[config.mk]
export PLATFORM = sky130hd
export DESIGN_NAME = qdc_back_flat
export DESIGN_NICKNAME = d
export VERILOG_FILES = /design/src/rtl/qdc_pkg.sv /design/src/rtl/qdc_rsp_if.sv /design/src/rtl/qdc_back.sv /design/src/flat_wrapper.sv
export SDC_FILE = /design/constraint.sdc
export NUM_CORES = 2
export LEC_CHECK = 0
export ABC_CLOCK_PERIOD_IN_PS = 17300
export BUFFER_PORTS_ARGS = -buffer_cell sky130_fd_sc_hd__buf_2
export CORE_UTILIZATION = 45
export DETAILED_ROUTE_END_ITERATION = 7
export SLEW_MARGIN = 20
export SYNTH_ARGS = -nofsm -noshare
export SYNTH_HDL_FRONTEND = slang
export SYNTH_SLANG_ARGS = --single-unit
[constraint.sdc]
create_clock -name clock -period 17.3 [get_ports clock]
set_clock_uncertainty 0.05 [all_clocks]
set_input_delay 1.73 -clock clock [delete_from_list [all_inputs] [get_ports clock]]
set_output_delay 1.73 -clock clock [all_outputs]
set_load 0.1 [all_outputs]
[src/rtl/qdc_pkg.sv]
`timescale 1ns / 1ps
// ----------------------------------------------------------------------------
// qdc_pkg: shared types and constants of the 3x3 depthwise convolution
// Sizes, register indexes, the configuration bundle and the window beat
// that passes from the front end to the arithmetic back end.
// ----------------------------------------------------------------------------
package qdc_pkg;

   // Line store geometry.
   localparam int MAX_PADDED_WIDTH = 256;
   localparam int COL_W            = $clog2(MAX_PADDED_WIDTH);
   localparam int CNT_W            = COL_W + 1;
   localparam int PW_W             = 9;

   // Requantization.
   localparam int SCALE_FRAC = 24;
   localparam int ACC_W      = 34;
   localparam int ROW_W      = 19;
   localparam int PROD_W     = 17;
   localparam int MAG_W      = 32;
   localparam int HALF_W     = 48;
   localparam int FULL_W     = 64;
   localparam int QRAW_W     = FULL_W - SCALE_FRAC;
   localparam int Q_W        = 11;
   localparam int Q_MAX      = 1024;

   // Window queue between front and back.
   localparam int QUEUE_DEPTH = 4;
   localparam int QPTR_W      = $clog2(QUEUE_DEPTH);
   localparam int QLVL_W      = $clog2(QUEUE_DEPTH + 1);

   // Configuration port.
   localparam int CSR_IDX_W  = 3;
   localparam int CSR_DATA_W = 64;

   localparam logic [CSR_IDX_W-1:0] CSR_WEIGHTS_LOW  = 3'd0;
   localparam logic [CSR_IDX_W-1:0] CSR_WEIGHT_LAST  = 3'd1;
   localparam logic [CSR_IDX_W-1:0] CSR_BIAS         = 3'd2;
   localparam logic [CSR_IDX_W-1:0] CSR_SCALE_MULT   = 3'd3;
   localparam logic [CSR_IDX_W-1:0] CSR_IN_ZERO      = 3'd4;
   localparam logic [CSR_IDX_W-1:0] CSR_OUT_ZERO     = 3'd5;
   localparam logic [CSR_IDX_W-1:0] CSR_PADDED_WIDTH = 3'd6;

   localparam logic [31:0] SCALE_RESET = 32'h0100_0000;

   typedef struct packed {
      logic [63:0]        weights_low;
      logic signed [7:0]  weight_last;
      logic signed [31:0] bias;
      logic [31:0]        scale_mult;
      logic [7:0]         in_zero;
      logic [7:0]         out_zero;
      logic [PW_W-1:0]    padded_width;
   } cfg_type;

   // One full 3x3 window, tap t = 3*row + column.
   typedef struct packed {
      logic [8:0][7:0] sample;
      logic            row_last;
   } win_type;

endpackage

[src/rtl/qdc_rsp_if.sv]
`timescale 1ns / 1ps
// ----------------------------------------------------------------------------
// qdc_rsp_if: result output channel
// Valid/ready channel that carries one requantized result beat.
// ----------------------------------------------------------------------------
interface qdc_rsp_if;
   logic       valid;
   logic       ready;
   logic [7:0] out_value;
   logic       row_last;

   modport source (output valid, output out_value, output row_last, input ready);
   modport sink   (input valid, input out_value, input row_last, output ready);
endinterface

[src/rtl/qdc_back.sv]
`timescale 1ns / 1ps
// ----------------------------------------------------------------------------
// qdc_back: multiply-accumulate and requantization pipeline
// Nine tap products, row sums, bias, fixed-point scaling with round half to
// even, output zero point and saturation, with a registered result beat.
// ----------------------------------------------------------------------------
module qdc_back (
   input  logic             clock,
   input  logic             reset,
   input  qdc_pkg::cfg_type cfg,
   input  logic             q_valid,
   input  qdc_pkg::win_type q_data,
   output logic             q_pop,
   qdc_rsp_if.source        rsp
);

   localparam int PROD_W     = qdc_pkg::PROD_W;
   localparam int ROW_W      = qdc_pkg::ROW_W;
   localparam int ACC_W      = qdc_pkg::ACC_W;
   localparam int MAG_W      = qdc_pkg::MAG_W;
   localparam int HALF_W     = qdc_pkg::HALF_W;
   localparam int FULL_W     = qdc_pkg::FULL_W;
   localparam int QRAW_W     = qdc_pkg::QRAW_W;
   localparam int Q_W        = qdc_pkg::Q_W;
   localparam int SCALE_FRAC = qdc_pkg::SCALE_FRAC;

   logic en;

   // Stage valids and row-end flags.
   logic p_valid_ff, s1_valid_ff, s2_valid_ff, a_valid_ff;
   logic m_valid_ff, r1_valid_ff, r2_valid_ff, o_valid_ff;
   logic p_last_ff, s1_last_ff, s2_last_ff, a_last_ff;
   logic m_last_ff, r1_last_ff, r2_last_ff, o_last_ff;

   logic signed [PROD_W-1:0] prod_ff [9];
   logic signed [PROD_W-1:0] prod_in [9];
   logic signed [7:0]        tap_w   [9];
   logic signed [ROW_W-1:0]  row_sum_ff [3];
   logic signed [ROW_W-1:0]  row_sum_in [3];
   logic signed [ACC_W-1:0]  acc_ff, acc_in;
   logic                     a_neg_ff, m_neg_ff, r1_neg_ff, r2_neg_ff;
   logic [MAG_W-1:0]         mag_ff, mag_in;
   logic [HALF_W-1:0]        hi_ff, lo_ff;
   logic [FULL_W-1:0]        full_ff;
   logic                     r1_big_ff;
   logic [QRAW_W-1:0]        q_raw;
   logic [SCALE_FRAC-1:0]    rem;
   logic                     round_up;
   logic [QRAW_W:0]          q_round;
   logic [Q_W-1:0]           q_in, q_ff;
   logic signed [12:0]       q_signed, r_val;
   logic [7:0]               out_in, out_value_ff;

   // The pipeline moves as a whole whenever the result register can take a beat.
   assign en    = !o_valid_ff || rsp.ready;
   assign q_pop = en && q_valid;

   // Tap products.
   always_comb begin
      for (int t = 0; t < 8; t++) begin
         tap_w[t] = $signed(cfg.weights_low[8*t +: 8]);
      end
      tap_w[8] = cfg.weight_last;
      for (int t = 0; t < 9; t++) begin
         prod_in[t] = tap_w[t] * $signed({1'b0, q_data.sample[t]});
      end
   end

   // Row sums, then the full accumulator with bias.
   always_comb begin
      for (int r = 0; r < 3; r++) begin
         row_sum_in[r] = ROW_W'(prod_ff[3*r]) + ROW_W'(prod_ff[3*r + 1])
                       + ROW_W'(prod_ff[3*r + 2]);
      end
      acc_in = ACC_W'(cfg.bias) + ACC_W'(row_sum_ff[0]) + ACC_W'(row_sum_ff[1])
             + ACC_W'(row_sum_ff[2]);
      mag_in = acc_ff[ACC_W-1] ? MAG_W'(-acc_ff) : MAG_W'(acc_ff);
   end

   // Rounding of the scaled magnitude, half to even, clamped to the range
   // that can still reach the output after the zero point.
   always_comb begin
      q_raw    = full_ff[FULL_W-1:SCALE_FRAC];
      rem      = full_ff[SCALE_FRAC-1:0];
      round_up = (rem > (SCALE_FRAC'(1) << (SCALE_FRAC - 1)))
              || ((rem == (SCALE_FRAC'(1) << (SCALE_FRAC - 1))) && q_raw[0]);
      q_round  = {1'b0, q_raw} + {{QRAW_W{1'b0}}, round_up};
      if (r1_big_ff || (q_round > (QRAW_W + 1)'(qdc_pkg::Q_MAX))) begin
         q_in = Q_W'(qdc_pkg::Q_MAX);
      end else begin
         q_in = q_round[Q_W-1:0];
      end
   end

   // Sign, output zero point and saturation to a byte.
   always_comb begin
      q_signed = r2_neg_ff ? -$signed({2'b00, q_ff}) : $signed({2'b00, q_ff});
      r_val    = q_signed + $signed({5'b00000, cfg.out_zero});
      if (r_val < 13'sd0) begin
         out_in = 8'd0;
      end else if (r_val > 13'sd255) begin
         out_in = 8'd255;
      end else begin
         out_in = r_val[7:0];
      end
   end

   // Stage valids.
   always_ff @(posedge clock) begin
      if (reset) begin
         p_valid_ff  <= 1'b0;
         s1_valid_ff <= 1'b0;
         s2_valid_ff <= 1'b0;
         a_valid_ff  <= 1'b0;
         m_valid_ff  <= 1'b0;
         r1_valid_ff <= 1'b0;
         r2_valid_ff <= 1'b0;
         o_valid_ff  <= 1'b0;
      end else if (en) begin
         p_valid_ff  <= q_valid;
         s1_valid_ff <= p_valid_ff;
         s2_valid_ff <= s1_valid_ff;
         a_valid_ff  <= s2_valid_ff;
         m_valid_ff  <= a_valid_ff;
         r1_valid_ff <= m_valid_ff;
         r2_valid_ff <= r1_valid_ff;
         o_valid_ff  <= r2_valid_ff;
      end
   end

   // Stage payloads.
   always_ff @(posedge clock) begin
      if (en) begin
         prod_ff      <= prod_in;
         p_last_ff    <= q_data.row_last;
         row_sum_ff   <= row_sum_in;
         s1_last_ff   <= p_last_ff;
         acc_ff       <= acc_in;
         s2_last_ff   <= s1_last_ff;
         a_neg_ff     <= acc_ff[ACC_W-1];
         mag_ff       <= mag_in;
         a_last_ff    <= s2_last_ff;
         hi_ff        <= mag_ff * cfg.scale_mult[31:16];
         lo_ff        <= mag_ff * cfg.scale_mult[15:0];
         m_neg_ff     <= a_neg_ff;
         m_last_ff    <= a_last_ff;
         r1_big_ff    <= hi_ff[HALF_W-1];
         full_ff      <= {hi_ff[FULL_W-17:0], 16'h0000} + {16'h0000, lo_ff};
         r1_neg_ff    <= m_neg_ff;
         r1_last_ff   <= m_last_ff;
         q_ff         <= q_in;
         r2_neg_ff    <= r1_neg_ff;
         r2_last_ff   <= r1_last_ff;
         out_value_ff <= out_in;
         o_last_ff    <= r2_last_ff;
      end
   end

   assign rsp.valid     = o_valid_ff;
   assign rsp.out_value = out_value_ff;
   assign rsp.row_last  = o_last_ff;

endmodule

[src/flat_wrapper.sv]
// flat-port wrapper written by rule: the top's interface ports become plain ports
module qdc_back_flat 
  (clock, reset, cfg, q_valid, q_data, q_pop, rsp_valid, rsp_out_value, rsp_row_last, rsp_ready);
  qdc_rsp_if rsp_i ();
  input  logic clock;
  input  logic reset;
  input  qdc_pkg::cfg_type cfg;
  input  logic q_valid;
  input  qdc_pkg::win_type q_data;
  output logic q_pop;
  output wire logic [$bits(rsp_i.valid)-1:0] rsp_valid;
  output wire logic [$bits(rsp_i.out_value)-1:0] rsp_out_value;
  output wire logic [$bits(rsp_i.row_last)-1:0] rsp_row_last;
  input wire logic [$bits(rsp_i.ready)-1:0] rsp_ready;
  assign rsp_valid = rsp_i.valid;
  assign rsp_out_value = rsp_i.out_value;
  assign rsp_row_last = rsp_i.row_last;
  assign rsp_i.ready = rsp_ready;
  qdc_back u_core (.clock(clock), .reset(reset), .cfg(cfg), .q_valid(q_valid), .q_data(q_data), .q_pop(q_pop), .rsp(rsp_i));
endmodule
==> impl_metrics.tcl <==
set metrics [dict create \
    outcome "completed" \
    wl_per_cell_um 17.7 \
    hold_buffers 0 \
    wl_mm 178 \
    drtPass1Iterations 6 \
    path_delay_family "adder cells" \
    initialDrtViolationCount 2889 \
    post-cts-setup-buffers 0 \
    num_rows 149 \
    hp-start "u_core.lo_ff[13]" \
    grt_pass1_wl_mm 295 \
    path_buf_inv 4 \
    crit_type "in2reg" \
    fin_crit_ps 8740 \
    vias 52400 \
    ant_nets 0 \
    rsz0062_at_grt "false" \
    core_mm2 0.166 \
    synth_top_cell_area_share_pct 34.3 \
    drv_cap 0 \
    netlist_top_cells_area "fa_1 (34%), edfxtp_1 (19%), ha_1 (13%)" \
    path_clk_slew_ps 60 \
    drive_gt1_share_pct 4.95 \
    slowest_delay_ps 640 \
    mappedNetlistNets 9964 \
    setup_viol 0 \
    yosys_warnings 0 \
    clock_latency_ps 710 \
    path_cells "buf_2 -> nand2_1 -> fa_1 -> fa_1 -> fa_1 -> inv_1 -> fa_1 -> fa_1 -> inv_1 -> fa_1 -> inv_1 -> ha_1 -> a21oi_1 -> o21ai_0 -> a221oi_1 -> o211ai_1 -> a21oi_1 -> o21ai_0 -> o41ai_1 -> o21ai_0 -> xor2_1" \
    synth_cells 7681 \
    post_cts_resized 0 \
    post-route-period-util_pct 50.5 \
    grt_usage_pct 21.8 \
    worstSetupEndpointType "register" \
    fmax_mhz 114 \
    netlist_area_mm2 0.0754 \
    cts.path.max_buffers 3 \
    synth_edf_count 467 \
    h-tree-depth 2 \
    cts_root_buf "clkbuf_16" \
    required_ps 17670 \
    arrival_ps 9110 \
    r2r_cells 21 \
    yosysTopAreaCell "fa_1" \
    cts_sinks 475 \
    relSlewSlack_pct 31.2 \
    syn_to_final_growth_pct 7.09 \
    worstReg2RegStart "u_core.mag_ff[12]" \
    gp_congestion 0.869 \
    syn_avg_cell_area_um2 9.81 \
    die_w_um 411 \
    grt_max_degree 180 \
    overflow 0 \
    fin_setup_tns_ps 0 \
    final-max-slew-violation-count 0 \
    cts_tree "yes" \
    synthArstFlopShare_pct 0 \
    finalNetCount 10100 \
    startpoint_type "input pin" \
    synth-seq-cells 475 \
    timing.reg2reg.setup_slack_ps 9440 \
    antenna_found_initial 25 \
    timing.rr.end "u_core.lo_ff[46]" \
    synth_top_flop_cell "edfxtp_1" \
    yosys.cell_count.top_type "inv_1" \
    synth_cell_types 75 \
    grt_pass1_vias 55900 \
    worst_hold_slack_ps 368 \
    worstHoldEndpoint "u_core.full_ff[13]" \
    die_area_mm2 0.169 \
    cts_inserted_buffers 56 \
    worst_pin_slew_ps 1030 \
    critPathSlowestCell "buf_2" \
    cp-startpoint "cfg[26]" \
    portBuffers 231 \
    ios 249 \
    drc 0 \
    ys_seq_area_share_pct 18.8 \
    hold_path_depth 0 \
    crit_cells 21 \
    hp-class "reg2reg" \
    start_util_pct 45.5 \
    routed_via_density 5.22 \
    crit_top_cell "fa_1" \
    path_max_fanout 32 \
    hpwl_mm 139 \
    die_h_um 411 \
    synth_common_cells "inv_1 (1471), fa_1 (1290), nand2_1 (973)" \
    final-hold-violation-count 0 \
]
==> layout make-up <==
class,instances,area (um^2)
Sequential cell,475,14200
Clock buffer,61,1420
Clock inverter,39,470
Antenna cell,7,17.5
Inverter,1472,5530
Fill cell,15600,84800
Timing Repair Buffer,275,1500
Tap cell,2189,2740
Multi-Input combinational cell,5519,54900
==> metal layers <==
layer	routed length (um)	GRT usage, %
met5	108	0
met3	9510	3.16
met2	87400	37.8
met4	4530	5.51
met1	76500	28.6
==> flip-flops by register name, indices dropped and copies added (netlist names), 8 cells and up <==
name                  cells
u_core.q_ff              11
u_core.rsp.out_value      8
u_core.row_sum_ff        57
u_core.prod_ff          153
u_core.hi_ff             48
u_core.mag_ff            32
u_core.lo_ff             48
u_core.acc_ff            33
u_core.full_ff           64
==> cells by family (layout without fill, tap and decap cells) <==
family / count (synthesis) / after routing / synth area share [%]
and+or+nand+nor: 2383 / 2383 / 15.6
muxes: 6 / 6 / 0.0847
AOI/OAI and AO/OA: 757 / 757 / 6.52
xor gates and xnor gates: 328 / 328 / 3.81
DFF: 475 / 475 / 18.8
adders and majority gates: 2045 / 2045 / 46.8
buffers and inverters: 1687 / 1847 / 8.40
other: 0 / 7 / 0
==> worst register-to-register path: cells and delay by family, from the launching register on <==
kind / cells / cell delay (ps)
XOR/XNOR: 1 / 430
adder cells (fa/ha/maj): 7 / 3380
AO/OA/AOI/OAI: 8 / 2570
flip-flops: 1 / 330
AND/OR/NAND/NOR: 1 / 210
buffers and inverters: 4 / 610
==> worst max-delay path by stage <==
stage	to	slack [ps]
2_1_floorplan	q_pop	1910
3_3_place_gp	u_core.lo_ff[47]	8090
3_5_place_dp	u_core.lo_ff[46]	8030
4_1_cts	u_core.lo_ff[46]	8750
5_1_grt	u_core.lo_ff[46]	8280
6_report	u_core.lo_ff[46]	8560
==> per-stage QoR <==
step	std cells	setup slack (ps)	area (um^2)	util [%]
2_1_floorplan	7681	1910	75400	-
3_3_place_gp	9930	8090	78800	47.6
3_5_place_dp	9930	8030	78800	47.6
4_1_cts	10000	8750	80700	48.7
5_1_grt	10000	8280	80700	48.8
6_report	10000	8560	80700	48.8
==> cell usage in the layout (no fill, tap or decap), drive strengths merged, types with 17 or more instances in the layout <==
| cell | count |
|---|---|
| nor4 | 19 |
| a31oi | 17 |
| a211oi | 24 |
| ha | 755 |
| nand3 | 67 |
| nor3 | 57 |
| and2 | 728 |
| nand2b | 83 |
| xnor2 | 255 |
| a21o | 85 |
| o31ai | 23 |
| inv | 1472 |
| a21oi | 200 |
| o21a | 44 |
| xor2 | 73 |
| nand4 | 32 |
| clkbuf | 61 |
| o21ai | 160 |
| nor2b | 48 |
| and3 | 37 |
| edfxtp | 467 |
| clkinv | 24 |
| nor2 | 272 |
| o41ai | 28 |
| fa | 1290 |
| o21bai | 31 |
| or3 | 18 |
| nand2 | 974 |
| a21boi | 44 |
| buf | 275 |
Power is not shown: default switching activity piles up to over one toggle a cycle in this logic, so the estimate is an artifact.
