File: src/rtl/qdc_pkg.sv
`timescale 1ns / 1ps
// ----------------------------------------------------------------------------
// qdc_pkg: shared types and constants of the 3x3 depthwise convolution
// Sizes, register indexes, the configuration bundle and the window beat
// that passes from the front end to the arithmetic back end.
// ----------------------------------------------------------------------------
package qdc_pkg;

   // Line store geometry.
   localparam int MAX_PADDED_WIDTH = 256;
   localparam int COL_W            = $clog2(MAX_PADDED_WIDTH);
   localparam int CNT_W            = COL_W + 1;
   localparam int PW_W             = 9;

   // Requantization.
   localparam int SCALE_FRAC = 24;
   localparam int ACC_W      = 34;
   localparam int ROW_W      = 19;
   localparam int PROD_W     = 17;
   localparam int MAG_W      = 32;
   localparam int HALF_W     = 48;
   localparam int FULL_W     = 64;
   localparam int QRAW_W     = FULL_W - SCALE_FRAC;
   localparam int Q_W        = 11;
   localparam int Q_MAX      = 1024;

   // Window queue between front and back.
   localparam int QUEUE_DEPTH = 4;
   localparam int QPTR_W      = $clog2(QUEUE_DEPTH);
   localparam int QLVL_W      = $clog2(QUEUE_DEPTH + 1);

   // Configuration port.
   localparam int CSR_IDX_W  = 3;
   localparam int CSR_DATA_W = 64;

   localparam logic [CSR_IDX_W-1:0] CSR_WEIGHTS_LOW  = 3'd0;
   localparam logic [CSR_IDX_W-1:0] CSR_WEIGHT_LAST  = 3'd1;
   localparam logic [CSR_IDX_W-1:0] CSR_BIAS         = 3'd2;
   localparam logic [CSR_IDX_W-1:0] CSR_SCALE_MULT   = 3'd3;
   localparam logic [CSR_IDX_W-1:0] CSR_IN_ZERO      = 3'd4;
   localparam logic [CSR_IDX_W-1:0] CSR_OUT_ZERO     = 3'd5;
   localparam logic [CSR_IDX_W-1:0] CSR_PADDED_WIDTH = 3'd6;

   localparam logic [31:0] SCALE_RESET = 32'h0100_0000;

   typedef struct packed {
      logic [63:0]        weights_low;
      logic signed [7:0]  weight_last;
      logic signed [31:0] bias;
      logic [31:0]        scale_mult;
      logic [7:0]         in_zero;
      logic [7:0]         out_zero;
      logic [PW_W-1:0]    padded_width;
   } cfg_type;

   // One full 3x3 window, tap t = 3*row + column.
   typedef struct packed {
      logic [8:0][7:0] sample;
      logic            row_last;
   } win_type;

endpackage

File: src/rtl/qdc_queue.sv
`timescale 1ns / 1ps
// ----------------------------------------------------------------------------
// qdc_queue: window queue
// Short first-in first-out buffer of window beats between front and back.
// ----------------------------------------------------------------------------
module qdc_queue (
   input  logic                       clock,
   input  logic                       reset,
   input  logic                       push,
   input  qdc_pkg::win_type           push_data,
   input  logic                       pop,
   output logic                       not_empty,
   output qdc_pkg::win_type           pop_data,
   output logic [qdc_pkg::QLVL_W-1:0] level
);

   localparam int QPTR_W = qdc_pkg::QPTR_W;
   localparam int QLVL_W = qdc_pkg::QLVL_W;
   localparam int DEPTH  = qdc_pkg::QUEUE_DEPTH;

   qdc_pkg::win_type  entry_ff [DEPTH];
   logic [QPTR_W-1:0] wr_ptr_ff, rd_ptr_ff;
   logic [QLVL_W-1:0] level_ff;

   assign not_empty = (level_ff != '0);
   assign pop_data  = entry_ff[rd_ptr_ff];
   assign level     = level_ff;

   // Pointers and fill level.
   always_ff @(posedge clock) begin
      if (reset) begin
         wr_ptr_ff <= '0;
         rd_ptr_ff <= '0;
         level_ff  <= '0;
      end else begin
         if (push) begin
            wr_ptr_ff <= (wr_ptr_ff == QPTR_W'(DEPTH - 1)) ? '0 : wr_ptr_ff + QPTR_W'(1);
         end
         if (pop) begin
            rd_ptr_ff <= (rd_ptr_ff == QPTR_W'(DEPTH - 1)) ? '0 : rd_ptr_ff + QPTR_W'(1);
         end
         if (push && !pop) begin
            level_ff <= level_ff + QLVL_W'(1);
         end else if (pop && !push) begin
            level_ff <= level_ff - QLVL_W'(1);
         end
      end
   end

   // Entry storage.
   always_ff @(posedge clock) begin
      if (push) begin
         entry_ff[wr_ptr_ff] <= push_data;
      end
   end

endmodule

File: config.mk
export PLATFORM = sky130hd
export DESIGN_NAME = qdc_queue
export DESIGN_NICKNAME = d
export VERILOG_FILES = /design/src/rtl/qdc_pkg.sv /design/src/rtl/qdc_queue.sv
export SDC_FILE = /design/constraint.sdc
export NUM_CORES = 1
export LEC_CHECK = 0
export BUFFER_PORTS_ARGS = -buffer_cell sky130_fd_sc_hd__buf_2
export CORE_MARGIN = 10
export CORE_UTILIZATION = 45
export CTS_CLUSTER_SIZE = 30
export DETAILED_ROUTE_END_ITERATION = 10
export PLACE_DENSITY = 0.65
export REMOVE_ABC_BUFFERS = 1
export SYNTH_ARGS = -nofsm -noshare
export SYNTH_HDL_FRONTEND = slang
export SYNTH_SLANG_ARGS = --single-unit
File: constraint.sdc
create_clock -name clock -period 4.7 [get_ports clock]
set_input_delay 0 -clock clock [delete_from_list [all_inputs] [get_ports clock]]
set_output_delay 0 -clock clock [all_outputs]
set_load 0.01 [all_outputs]
==> flow_metrics.tcl, run 1 <==
set metrics [dict create \
    grt_pass1_vias 5968 \
    status "finished clean" \
    hold_viol 0 \
    numCtsBuffers 30 \
    cts.htree.levels 1 \
    syn_area_um2 11000 \
    drv_slew 0 \
    crit_type "flip-flop to primary output" \
    power.total_mw 6.00 \
    fin_crit_sh_pct 57.1 \
    post-route-util_pct 57.0 \
    dr.pass1.iters 6 \
    antenna_found_initial 1 \
    route.detailed.vias_per_inst 5.05 \
    die_x_um 177 \
    fin_area_um2 13800 \
    num-nets-final 755 \
    grt_max_degree 74 \
    route.detailed.drc 0 \
    cts-root-buf "clkbuf_16" \
    drive_gt1_share_pct 40.2 \
    ys_warn_count 0 \
    cts_tree "yes" \
    synth_seq_cells 301 \
    cts_max_path_buffers 3 \
    fmaxAchievable_ghz 0.373 \
    core_area_um2 24200 \
    vias 5147 \
    dp_hpwl_um 12200 \
    cp_data_required_time_ns 4.70 \
    drv_cap 0 \
    clock-sinks 301 \
    path_max_fanout 38 \
    gp_congestion 0.683 \
    leakagePower_nw 4.73 \
    drtAntennaViolNets 0 \
    start_util_pct 45.5 \
    hold_class "input pin to flip-flop" \
    area_delta_synth_final_pct 25.1 \
    skew_ns 0.00818 \
    arrival_ns 2.68 \
    maxSlewHeadroom_pct 22.0 \
    die_h_um 177 \
    drt_iter0_drc 359 \
    peakVddDrop_uv 308 \
    reg2regPathDepth 3 \
    fin_crit_ns 2.68 \
    clk_latency_ns 0.54 \
    synth.distinct_cells 19 \
    syn_avg_cell_area_um2 26.0 \
    routed_wl_um 20700 \
    ys_seq_area_share_pct 81.0 \
    grt_usage_pct 13.4 \
    post_cts_buffers 0 \
    grt_pass1_wl_um 33000 \
    n_fill_cell 1790 \
    rows 57 \
    path_clk_slew_ns 0.06 \
    rsz0062_at_grt "false" \
    r2r-start "wr_ptr_ff[0]" \
    setup_violations 0 \
    wl_per_cell_um 20.4 \
    grt_overflow 0 \
    end_kind "primary output" \
    synthCells 424 \
    p_per_area_nw_per_um2 434 \
    r2r_slack_ns 2.74 \
    worstSetupStartpointType "flip-flop" \
    reg2reg_to "entry_ff[2][72]" \
    ios 154 \
    tightest_slew_ns 1.17 \
    dieArea_um2 31200 \
    numPortBuffers 153 \
    placed_area_um2 12100 \
    endpoint "pop_data[67]" \
    tns_ns 0 \
]
==> layer usage <==
layer	global-route usage [%]	wire (um)	vias up
met2	23.2	10700	150
met1	16.4	8360	2652
met4	3.26	318	0
met3	3.65	1390	28
met5	0	0	-
li1	-	-	2317
==> logic make-up after synthesis <==
family	after synthesis	synth area share, %
flops	301	81.0
mux	77	15.3
buf+inv	20	1.87
simple gates	14	0.646
fa+ha+maj	7	0.861
compound gates	3	0.136
xor+xnor	2	0.159
==> cells in the final DEF (no fill, tap or decap), types with 4 or more instances in the layout <==
cell type and n:
clkbuf_16 31, dfxtp_1 7, edfxtp_1 292, nor2_1 7
clkbuf_1 8, ha_1 6, mux4_2 72, clkinv_2 7
buf_2 153, dlygate4sd3_1 76, inv_1 4, mux2i_1 4
and2_4 4
==> layout make-up <==
| class | count | area [um^2] | share of cell area, % |
|---|---|---|---|
| Antenna cell | 1 | 2.50 | 0.0181 |
| Clock buffer | 42 | 847 | 6.13 |
| Clock inverter | 13 | 148 | 1.07 |
| Inverter | 4 | 15.0 | 0.109 |
| Multi-Input combinational cell | 103 | 1900 | 13.7 |
| Sequential cell | 301 | 8960 | 64.8 |
| Tap cell | 324 | 405 | 2.94 |
| Timing Repair Buffer | 231 | 1540 | 11.2 |
==> what timing repair did <==
item	CTS	global route
hold buffers	76	0
endpoints found under the setup margin	0	0
resized for setup	0	0
endpoints found under the hold margin	301	0
==> worst min path at each step <==
stage,from,endpoint,slack (ns),depth (start not counted)
6_report,push_data[20],entry_ff[2][20],0.22,2
4_1_cts,push_data[48],entry_ff[0][48],0.19,2
3_3_place_gp,push_data[20],entry_ff[0][20],0.21,1
5_1_grt,push_data[7],entry_ff[3][7],0.20,2
2_1_floorplan,reset,level[2],0.07,1
3_5_place_dp,push_data[20],entry_ff[2][20],0.22,1
==> per-stage QoR <==
stage	worst slack (ns)	hold slack, ns	instances
final	2.02	0.218	1019
after CTS	1.90	0.187	1018
after detailed placement	2.48	0.217	887
after global routing	1.77	0.197	1018
after global placement	2.53	0.209	887
after floorplan	0.861	0.0691	408
==> critical path, stage by stage (launching register included) <==
cell and delay (ns):
dfxtp_4 0.85, buf_4 0.51, mux4_2 0.57, buf_2 0.16
==> sequential cells by signal, indices dropped and copies added (netlist names), named ones only <==
signal,flops
entry_ff,292
rd_ptr_ff,2
level,3
wr_ptr_ff,2
==> cell usage after synthesis (all sizes together) <==
master	instances	area (um^2)
a21oi	2	10.0
and2	4	25.0
buf	15	186
clkbuf	1	5.00
dfxtp	9	180
edfxtp	292	8770
fa	1	20.0
ha	6	75.1
inv	4	15.0
mux2i	4	40.0
mux4	73	1650
nor2	7	26.3
nor3b	1	7.51
o21ai	1	5.00
or3	2	12.5
xor2	2	17.5
==> report_power, final <==
part	switching, mW	internal [mW]
combinational	0.249	0.260
clock	0.929	1.42
sequential	0.0639	3.08
total	1.24	4.76
(Power assumes the default switching activity.)
==> inputs of run 2 (changes only) <==
--- a/config.mk
+++ b/config.mk
@@ -5,12 +5,13 @@
 export SDC_FILE = /design/constraint.sdc
 export NUM_CORES = 1
 export LEC_CHECK = 0
+export ABC_AREA = 1
 export BUFFER_PORTS_ARGS = -buffer_cell sky130_fd_sc_hd__buf_2
 export CORE_MARGIN = 10
 export CORE_UTILIZATION = 45
 export CTS_CLUSTER_SIZE = 30
 export DETAILED_ROUTE_END_ITERATION = 10
-export PLACE_DENSITY = 0.65
+export PLACE_DENSITY = 0.67
 export REMOVE_ABC_BUFFERS = 1
 export SYNTH_ARGS = -nofsm -noshare
 export SYNTH_HDL_FRONTEND = slang
==> constraint.sdc (replaced) <==
create_clock -name clock -period 2.4 [get_ports clock]
set_input_delay 0 -clock clock [delete_from_list [all_inputs] [get_ports clock]]
set_output_delay 0 -clock clock [all_outputs]
set_load 0.01 [all_outputs]
==> run 2 against run 1 <==
First-iteration DRC count rose by 42%. Clock-buffer cell count decreased by 9. Hold slack worse by 0.011 ns. Non-clock buffer count is 17 higher. Sequential power grew 93%. Clock skew increased by 0.0069 ns. Sequential share of layout area shrank 1.5 points. Core utilization up 0.62 points. Via count is 37% higher. Routed wire length grew 21%. Power increased by 97%.
==> flow_metrics.tcl, run 2 <==
set metrics [dict create \
    path_max_fanout 146 \
    ys_top_cells_by_count "edfxtp_1, nor2_1, o21ai_0" \
    route.detailed.vias_per_inst 5.24 \
    numPortBuffers 153 \
    routed_wl_um 25000 \
    drt_iter0_drc 509 \
    end_kind "primary output" \
    worst_path_max_delay_cell "buf_12" \
    fin_crit_sh_pct 88.5 \
    leakagePower_nw 5.04 \
    hold_path_end "entry_ff[0][29]" \
    cts_max_path_buffers 3 \
    ys.flop_type "edfxtp_1" \
    p_per_area_nw_per_um2 837 \
    ys_seq_area_share_pct 79.3 \
    r2r_slack_ns 0.85 \
    peakVddDrop_uv 627 \
    num-nets-final 1082 \
    tns_ns 0 \
    r2r-start "wr_ptr_ff[0]" \
    core_area_um2 24500 \
    grt_pass1_wl_um 38500 \
    reg2reg_to "entry_ff[3][70]" \
    ios 154 \
    slowest_delay_ns 0.39 \
    grt_usage_pct 15.2 \
    dr.pass1.iters 5 \
    dp_hpwl_um 14100 \
    die_x_um 178 \
    rows 57 \
    post-route-util_pct 57.6 \
    drv_slew 0 \
    cts.htree.levels 1 \
    reg2regPathDepth 4 \
    dieArea_um2 31800 \
    largest_reg_flops 292 \
    fmaxAchievable_ghz 0.471 \
    path_cells "buf_12, o21ai_0, o22ai_1, buf_2" \
    hold_depth 2 \
    synth_seq_cells 301 \
    n_fill_cell 1902 \
    hold_class "input pin to flip-flop" \
    clock-sinks 301 \
    vias 7036 \
    synth_most_common_cell "edfxtp_1" \
    async_flop_share_pct 0 \
    synth_area_leader_cell "edfxtp_1" \
    drtAntennaViolNets 0 \
    area_delta_synth_final_pct 25.1 \
    gp_congestion 0.724 \
    syn_avg_cell_area_um2 14.8 \
    fin_area_um2 14100 \
    critical-path-top-delay-family "buffers and inverters" \
    cp_data_required_time_ns 2.40 \
    path_clk_slew_ns 0.06 \
    fin_crit_ns 2.12 \
    grt_pass1_vias 7190 \
    maxSlewHeadroom_pct 54.6 \
    synth_edf_count 292 \
    ys_warn_count 0 \
    synth.distinct_cells 22 \
    tightest_slew_ns 0.681 \
    synth_top_area_share_pct 77.7 \
    drive_gt1_share_pct 21.7 \
    worst-path-buf-inv 2 \
    wl_per_cell_um 18.6 \
    die_h_um 178 \
    clk_latency_ns 0.55 \
    status "finished clean" \
    start_util_pct 46.0 \
    antenna_found_initial 1 \
    grt_max_degree 147 \
    skew_ns 0.0151 \
    placed_area_um2 12400 \
    top_register "entry_ff" \
    numCtsBuffers 30 \
    cts-resized-gates 0 \
    power.total_mw 11.8 \
    hold_viol 0 \
    arrival_ns 2.12 \
    holdCritStartpoint "push_data[29]" \
    setup_violations 0 \
    final_cell_mix "edfxtp_1, nor2_1, buf_2, o21ai_0, dlygate4sd3_1" \
    grt_overflow 0 \
    final_common_cell "edfxtp_1" \
    synthCells 765 \
    worstSetupStartpointType "flip-flop" \
    drv_cap 0 \
    synthTopCellsByArea "edfxtp_1, nor2_1, o22ai_1" \
    crit_type "flip-flop to primary output" \
    route.detailed.drc 0 \
    cts_tree "yes" \
    rsz0062_at_grt "false" \
    syn_area_um2 11300 \
    cts-root-buf "clkbuf_16" \
]
[run 2: kinds of logic (layout without fill, tap and decap cells)]
group,count (synthesis),in the layout,synth area share [%]
DFF,301,301,79.3
adders and majority gates,7,7,0.842
AOI/OAI and AO/OA,225,225,10.8
and+or+nand+nor,168,168,5.64
buffers and inverters,63,317,3.40
other,0,1,0
xor gates and xnor gates,1,1,0.0776
[run 2: cell type report]
cell class / count / area, um^2 / area share [%]
well taps: 324 / 405 / 2.87
flip-flops and latches: 301 / 8950 / 63.4
clock buffers: 33 / 783 / 5.54
multi-input cells: 401 / 1960 / 13.9
inverters: 16 / 67.6 / 0.478
diodes: 1 / 2.50 / 0.0177
clock inverters: 20 / 171 / 1.21
repair buffers: 248 / 1780 / 12.6
[run 2: worst max path at each step]
stage	startpoint	endpoint	slack [ns]	depth (start not counted)
2_1_floorplan	flip-flop	pop_data[56]	-1.59	3
3_3_place_gp	wr_ptr_ff[0]	entry_ff[3][28]	0.89	4
3_5_place_dp	wr_ptr_ff[0]	entry_ff[3][28]	0.87	4
4_1_cts	flip-flop	pop_data[18]	0.29	5
5_1_grt	flip-flop	pop_data[18]	0.13	4
6_report	flip-flop	pop_data[21]	0.28	4
[run 2: worst register-to-register path: cells and delay by family (launching register included)]
family	cells	cell delay, ns
adders and majority gates	1	0.19
buffers and inverters	2	0.55
and+or+nand+nor	1	0.08
DFF	1	0.40
[run 2: layer usage]
metal	part of all wire [%]	global-route usage [%]	up-vias
li1	-	-	3348
met4	2.0	3.86	0
met3	7.0	3.57	47
met1	44	19.9	3435
met2	47	24.9	206
met5	0	0	-
[run 2: where the power goes]
group          switching (mW)  total (mW)  internal (mW)
clock                    1.85        4.50           2.65
sequential             0.0580        6.06           6.00
combinational           0.780        1.26          0.477
total                    2.69        11.8           9.13
[run 2: repair_timing]
item,CTS,global route
endpoints found under the hold margin,301,0
setup endpoints to repair,0,0
hold buffers,77,0
buffers inserted,0,0
[run 2: metrics by stage]
step	std cells	setup WS, ns	hold WS [ns]
finish	1344	0.277	0.206
global route	1344	0.132	0.205
CTS	1343	0.292	0.180
detailed placement	1213	0.865	0.217
global placement	1213	0.892	0.215
floorplan	718	-1.59	0.0724
==> inputs of run 3 (changes only) <==
--- a/config.mk
+++ b/config.mk
@@ -11,8 +11,10 @@
 export CORE_UTILIZATION = 45
 export CTS_CLUSTER_SIZE = 30
 export DETAILED_ROUTE_END_ITERATION = 10
+export GPL_TIMING_DRIVEN = 0
 export PLACE_DENSITY = 0.67
 export REMOVE_ABC_BUFFERS = 1
+export SLEW_MARGIN = 20
 export SYNTH_ARGS = -nofsm -noshare
 export SYNTH_HDL_FRONTEND = slang
 export SYNTH_SLANG_ARGS = --single-unit
==> run 3 against run 2 <==
Design area rose by 0.66%. Via count fell by 1.2%. Sequential power barely moved. Cell count fell by 0.52%. Maximum frequency fell by 3.5%. Largest power group unchanged. Global-route usage barely moved. Die area did not move. Hold slack barely moved. Highest routed layer unchanged. Sequential share of layout area fell by 0.40 points. Critical path type unchanged. Critical path depth rose by 1. Clock-buffer cell count did not move.
==> flow_metrics.tcl, run 3 (synthesized netlist as in run 2, its figures left out) <==
set metrics [dict create \
    status "finished clean" \
    slowest_delay_ns 0.48 \
    largest_reg_flops 292 \
    cts.htree.levels 1 \
    drtAntennaViolNets 0 \
    end_kind "primary output" \
    reg2reg_to "entry_ff[0][11]" \
    worst_slack_ns 0.200 \
    n_fill_cell 1924 \
    fin_crit_sh_pct 91.7 \
    ios 154 \
    endpoint "pop_data[30]" \
    routed_wl_um 24700 \
    gr-usage-met3_pct 3.32 \
    peakVddDrop_uv 659 \
    r2r-start "wr_ptr_ff[0]" \
    post-route-util_pct 58.0 \
    rows 57 \
    numPortBuffers 153 \
    hold_viol 0 \
    vias 6949 \
    maxSlewHeadroom_pct 61.1 \
    dp_hpwl_um 13500 \
    placed_area_um2 12400 \
    antenna_found_initial 1 \
    path_max_fanout 73 \
    clock-sinks 301 \
    cts-root-buf "clkbuf_16" \
    crit_type "flip-flop to primary output" \
    grt_util_met1_pct 18.8 \
    r2r_slack_ns 0.62 \
    hold_class "input pin to flip-flop" \
    worstSetupStartpointType "flip-flop" \
    route.detailed.vias_per_inst 5.20 \
    dieArea_um2 31800 \
    setup_violations 0 \
    drv_slew 0 \
    skew_ns 0.00815 \
    cts_max_path_buffers 3 \
    use_met2_pct 26.2 \
    gp_congestion 0.705 \
    die_h_um 178 \
    top_register "entry_ff" \
    fmaxAchievable_ghz 0.455 \
    route.detailed.drc 0 \
    tightest_slew_ns 0.583 \
    reg2regPathDepth 5 \
    final_common_cell "edfxtp_1" \
    grt_max_degree 79 \
    arrival_ns 2.20 \
    cp_data_required_time_ns 2.40 \
    drv_cap 0 \
    area_delta_synth_final_pct 25.9 \
    wl_per_cell_um 18.5 \
    whs_ns 0.207 \
    numCtsBuffers 30 \
    die_x_um 178 \
    drt_iter0_drc 429 \
    worst_path_max_delay_cell "dfxtp_4" \
    cts_tree "yes" \
    num-nets-final 1074 \
    clk_latency_ns 0.54 \
    post-place-ws_ns 0.360 \
    p_per_area_nw_per_um2 846 \
    grt_usage_pct 15.1 \
    leakagePower_nw 5.06 \
    grt_pass1_wl_um 38600 \
    grt_pass1_vias 7215 \
    path_cells "buf_16, clkinv_8, o21ai_1, o22ai_1, buf_2" \
    start_util_pct 46.0 \
    grt_overflow 0 \
    path_clk_slew_ns 0.06 \
    dr.pass1.iters 5 \
    final_cell_mix "edfxtp_1, nor2_1, buf_2, o21ai_0, dlygate4sd3_1" \
    core_area_um2 24500 \
    fin_area_um2 14200 \
    fin_crit_ns 2.20 \
    drive_gt1_share_pct 21.1 \
    rsz0062_at_grt "false" \
    grt.busiest_layer "met2" \
]
run 3: cell types whose count changed in the layout (fill, tap and decap cells not counted), moves of 2 or more:
cell       delta
buf_12        -9
buf_4         -9
buf_16        +8
clkinv_2      -4
inv_4         +3
bufinv_16     +2
run 3: worst min path at each step:
stage	to	slack [ns]	from	cells after the start
CTS	entry_ff[0][14]	0.18	push_data[14]	2
detailed placement	entry_ff[2][20]	0.22	push_data[20]	1
floorplan	level[0]	0.07	reset	1
finish	entry_ff[2][47]	0.21	push_data[47]	2
global route	entry_ff[2][53]	0.20	push_data[53]	2
global placement	entry_ff[0][47]	0.21	push_data[47]	1
run 3: through the flow:
step | instances | TNS (ns) | total power [mW]
CTS | 1334 | 0 | 12.2
detailed placement | 1203 | 0 | 7.35
global route | 1337 | 0 | 12.5
global placement | 1195 | -688.92 | 7.32
finish | 1337 | 0 | 12.0
floorplan | 718 | -119.39 | 6.77
run 3: area by class of cell:
| class | instances | area, um^2 | share of cell area [%] |
|---|---|---|---|
| repair buffers | 240 | 1790 | 12.6 |
| diodes | 1 | 2.50 | 0.0176 |
| flip-flops and latches | 301 | 8960 | 63.0 |
| clock buffers | 33 | 783 | 5.51 |
| inverters | 16 | 98.8 | 0.695 |
| well taps | 324 | 405 | 2.85 |
| multi-input cells | 401 | 1960 | 13.8 |
| clock inverters | 21 | 221 | 1.56 |
run 3: layer usage:
layer / wire length [um] / part of all wire, % / vias up
li1: - / - / 3332
met1: 10600 / 43 / 3388
met2: 12200 / 49 / 192
met3: 1460 / 5.9 / 37
met4: 468 / 1.9 / 0
met5: 0 / 0 / -
run 3: power breakdown:
group          total, mW  internal [mW]  switching (mW)
Clock               4.69           2.86            1.83
Sequential          6.07           6.00          0.0678
Combinational       1.26          0.488           0.773
run 3: worst max-delay path: cells and delay by family (launching register included):
family | cells | cell delay (ns)
buf+inv | 3 | 0.72
flops | 1 | 0.48
compound gates | 2 | 0.32
run 3: repair_timing:
| action | CTS | global route |
|---|---|---|
| buffers inserted | 0 | 1 |
| setup endpoints to repair | 73 | 26 |
| gates cloned | 0 | 1 |
| endpoints found under the hold margin | 301 | 0 |
| hold buffers | 77 | 0 |
| gates resized for setup | 2 | 1 |
